**src/sv/lcad_ram.sv**
```systemverilog
// generic simple dual-port ram with registered read
module lcad_ram #(
  parameter int Width = 8,
  parameter int Depth = 16,
  localparam int AddrW = $clog2(Depth)
) (
  input  logic             clk_i,
  input  logic             we_i,
  input  logic [AddrW-1:0] waddr_i,
  input  logic [Width-1:0] wdata_i,
  input  logic             re_i,
  input  logic [AddrW-1:0] raddr_i,
  output logic [Width-1:0] rdata_o
);

  logic [Width-1:0] mem_q [Depth];

  // write port
  always_ff @(posedge clk_i) begin
    if (we_i) begin
      mem_q[waddr_i] <= wdata_i;
    end
  end

  // registered read port
  always_ff @(posedge clk_i) begin
    if (re_i) begin
      rdata_o <= mem_q[raddr_i];
    end
  end

endmodule

```
**config.mk**
```make
export PLATFORM = sky130hd
export DESIGN_NAME = lcad_ram
export DESIGN_NICKNAME = d
export VERILOG_FILES = /design/src/sv/lcad_ram.sv
export SDC_FILE = /design/constraint.sdc
export NUM_CORES = 1
export LEC_CHECK = 0
export BUFFER_PORTS_ARGS = -buffer_cell sky130_fd_sc_hd__clkbuf_2
export CAP_MARGIN = 20
export CORE_MARGIN = 1.5
export CORE_UTILIZATION = 29
export CTS_CLUSTER_SIZE = 40
export DETAILED_ROUTE_END_ITERATION = 10
export GPL_ROUTABILITY_DRIVEN = 1
export HOLD_SLACK_MARGIN = 0.02
export PLACE_DENSITY = 0.5
export SLEW_MARGIN = 20
export SYNTH_ARGS = -nofsm -noshare
export SYNTH_HDL_FRONTEND = slang
export SYNTH_SLANG_ARGS = --single-unit
```
**constraint.sdc**
```tcl
create_clock -name clk_i -period 2.59 [get_ports clk_i]
set_input_delay 0.518 -clock clk_i [delete_from_list [all_inputs] [get_ports clk_i]]
set_output_delay 0.518 -clock clk_i [all_outputs]
set_load 0.02 [all_outputs]
```
==> After elaboration in Yosys (flattened, before gate mapping) <==
Memory sizes are Yosys's and may differ from the RTL's. A register that Yosys moved wholly into a read port is not among the register bits.
Cells that the tools add are included.
{ "totals": {"input_bits": 19, "ram_bits": 128, "reg_bits": 0, "out_inout_bits": 8, "mem_count": 1, "elab_cells": 3, "rom_bits": 0, "latchBits": 0} }
{ "memory_table": {"columns": ["name", "words", "word_bits", "read_ports", "rd_ports_with_merged_regs", "write_ports", "line", "text"], "rows": [
  ["mem_q", 16, 8, 1, 1, 1, "16", "logic [Width-1:0] mem_q [Depth];"]
]} }
{ "classes": {"mul": 0, "n_lt_le_gt_ge": 0, "n_bitwise": 0, "addsub": 0, "div": 0, "muxes": 2, "n_eq_ne": 0, "n_reduce_logical": 0, "shifts": 0} }
{ "ops": {"columns": ["cell", "count"], "rows": [
  ["2-to-1 mux 1 bit", 2]
]} }

==> Depth between registers and ports, before layout <==
{ "logic_depth": {"depth_word": 2, "mapped_depth": 5, "mapped_depth_nobuf": 3} }

==> Worst setup path before layout <==
OpenSTA, ideal clock, no wires.
{ "synth_path": {"path_kind": "input to register", "start": "in waddr_i[2]", "end": "mem mem_q[0][0] (enable)", "slack_ps": 579, "required_time_ps": 2207, "setup_ps": 383, "stages": 2, "arrival_time_ps": 1628, "n_path_buf": 0, "cell_sequence": "or3b_2 > nor3_1"} }
{ "synth_lines": {"columns": ["item", "line", "text"], "rows": [
  ["from (decl)", "9", "input logic [AddrW-1:0] waddr_i,"],
  ["to (decl)", "16", null]
]} }
No word-level cell before the write port.

==> run metrics <==
Finished Layout Cells between 500 and 600; R2R depth 3; first-pass detailed-route iteration total 4; drt via density 4.762; antenna violations before repair 0; CP Cell Sequence clkbuf_2 > buf_12 > mux4_1 > a22oi_1 > nand2_1; CTS tree yes; DRC errors left 0; DR top layer met4; CP required ~2.7 ns; Clock Sinks 136; CTS Buffer Depth 2; HP Class input port to flop; Final Max Tran Viols 0; Crit path depth 5; core area 17,480 sq um; Critical Path End Type flop; Critical Path End rdata_o[5]; DR WL met2 around 5.2 mm; FF/Latch Area around 4100 sq um; die area about 19,000 sq um; most frequent cells in the layout edfxtp_1, clkbuf_2, buf_4; root buffer cell clkbuf_16; postcts setup bufs 0; status completed; worst r2r src mem_q[1][1]; CP Buf/Inv Count 2; cts bufs inserted 17; Seq cells post-synth around 140; placed insts approximately 500; Power per Cell Area approximately 770 nW/um^2; die width between 100 and 150 um; Synth Area in Simple Gates between 3 and 4%; syn nets ~250; # fillers 1,601; # IOs 27; commonest non-fill, non-tap cell in the layout edfxtp_1; pin count of the biggest net entering global routing 19; DR iter-0 viols about 300; Synth Area per Inst ~23 sq um; Cells after Synth 229; reg2reg setup slack between 1 and 1.5 ns; Seq/Total Area, Yosys approximately four fifths; Layout area overhead 20.32%; layout cells sized above 1 between 30% and 40%; crit path launch raddr_i[0]; crit share post-route between 60% and 70%; Total GRT Usage around an eighth; number of setup violations in the final report 0; Worst-Margin Slew 0.4864 ns; Slowest cell on crit path mux4_1; Worst Path Class, Setup input port to flop; maximum VDD drop between 400 and 500 uV; Arr. time, crit path ~1.9 ns; max incr delay on CP approximately 0.58 ns; Die Height between 100 and 150 um; Crit Path Max Fanout 18; Pleak approximately 2.1 nW; Clock Latency Late Sink roughly 0.4 ns; CP Launch Type input port; Total Wirelength ~11 mm; Synth Area in Compound Gates under 10%; final setup skew 0.004940 ns; final worst slack roughly 0.86 ns; # Max-Cap Violations 0; total congestion overflow 0; wire length per cell 21.10 um; area of the multi-input gates approximately 1100 sq um; Rows 48; number of routed nets with antenna violations 0; wire length on met1 roughly 5.4 mm; Max Freq around 580 MHz; via count of the first global-routing pass 2,595; mux contribution to synthesized area about 15%; Tmin final around 1.7 ns; DP Worst Slack 0.4187 ns; # H-tree levels 4; Syn. warnings 0; FF-to-FF End rdata_o[1]; largest family of logic cells by synthesized area multiplexers; RSZ-0062 raised after global routing false; Post-layout nets between 300 and 400; initial core utilization approximately 30%; Syn Std Cell Area between 5000 and 6000 sq um; Pwr Total roughly 0.0048 W; Final Hold Fails 0; final RePlAce weighted congestion around 0.76; global-route wire length before repair 16.53 mm; Vias approximately 2,500; Slew Limit Headroom roughly 68%; Distinct cells, synth 18; buffers added on ports 26; CP delay by family, top multiplexers; Post-Synth XOR/XNOR Area 0%; Post-CTS Hold Fix Bufs 0; hold_ws ~0.54 ns; Setup TNS Final 0 ns; # resized after CTS 0; diode count 0; post-synthesis adder-cell area fraction 0%; DP Wirelength roughly 7.3 mm; Routed met3 length between 500 and 600 um; Worst-path clk slew approximately 0.05 ns
how the worst min path moves through the flow:
| stage | startpoint | endpoint | slack, ns | depth (start not counted) |
|---|---|---|---|---|
| after floorplan | wdata_i[0] | mem_q[0][0] | 0.62 | 0 |
| after global placement | mem_q[14][3] | rdata_o[3] | 0.73 | 3 |
| after detailed placement | mem_q[14][2] | rdata_o[2] | 0.75 | 3 |
| after CTS | wdata_i[1] | mem_q[1][1] | 0.54 | 1 |
| after global routing | re_i | rdata_o[2] | 0.54 | 1 |
| final | wdata_i[1] | mem_q[1][1] | 0.54 | 1 |
where the power goes:
part / internal (W) / switching [W] / total, W
combinational: 0.000103 / 0.000148 / 0.000251
sequential: 0.00248 / 0.0000149 / 0.00250
clock: 0.00129 / 0.000794 / 0.00209
Yosys cell counts:
cell             count  area share, %
edfxtp_1           136             78
mux4_2              18            7.8
a22oi_1             16            2.3
mux4_1              14            7.0
nor2_1              13           0.93
nand2_1              9           0.65
nor3_1               4           0.38
buf_2                3           0.29
buf_6                3           0.65
clkdlybuf4s25_2      3           0.57
nand2b_1             2           0.24
nand3b_1             2           0.29
and2_1               1           0.12
and2b_1              1           0.14
buf_4                1           0.14
nand3_1              1          0.096
nor2b_1              1           0.12
or3b_2               1           0.17
flip-flops by register name (all words and copies together), names as in the netlist:
signal and cells:
rdata_o 8, mem_q 128
layer usage:
layer	global-route usage, %	up-vias
met5	0	-
met4	4.737	0
met3	3.863	2
met2	19.21	63
met1	18.14	1339
li1	-	1101
kinds of logic after synthesis:
logic type	count (synthesis)
flops	136
buf+inv	10
compound gates	16
simple gates	35
mux	32
area by class of cell:
cell class,instances,share of cell area (%)
multi-input cells,83,16.81
well taps,225,4.476
clock inverters,6,0.8355
clock buffers,24,7.181
repair buffers,52,5.769
flip-flops and latches,136,64.93
metrics by stage:
step           utilization [%]  instance area [sq um]
3_3_place_gp             33.10                   5786
4_1_cts                  35.99                   6290
2_1_floorplan                -                   5228
6_report                 35.99                   6290
5_1_grt                  35.99                   6290
3_5_place_dp             33.10                   5786
Note: power is estimated with default switching activity, not from simulation.
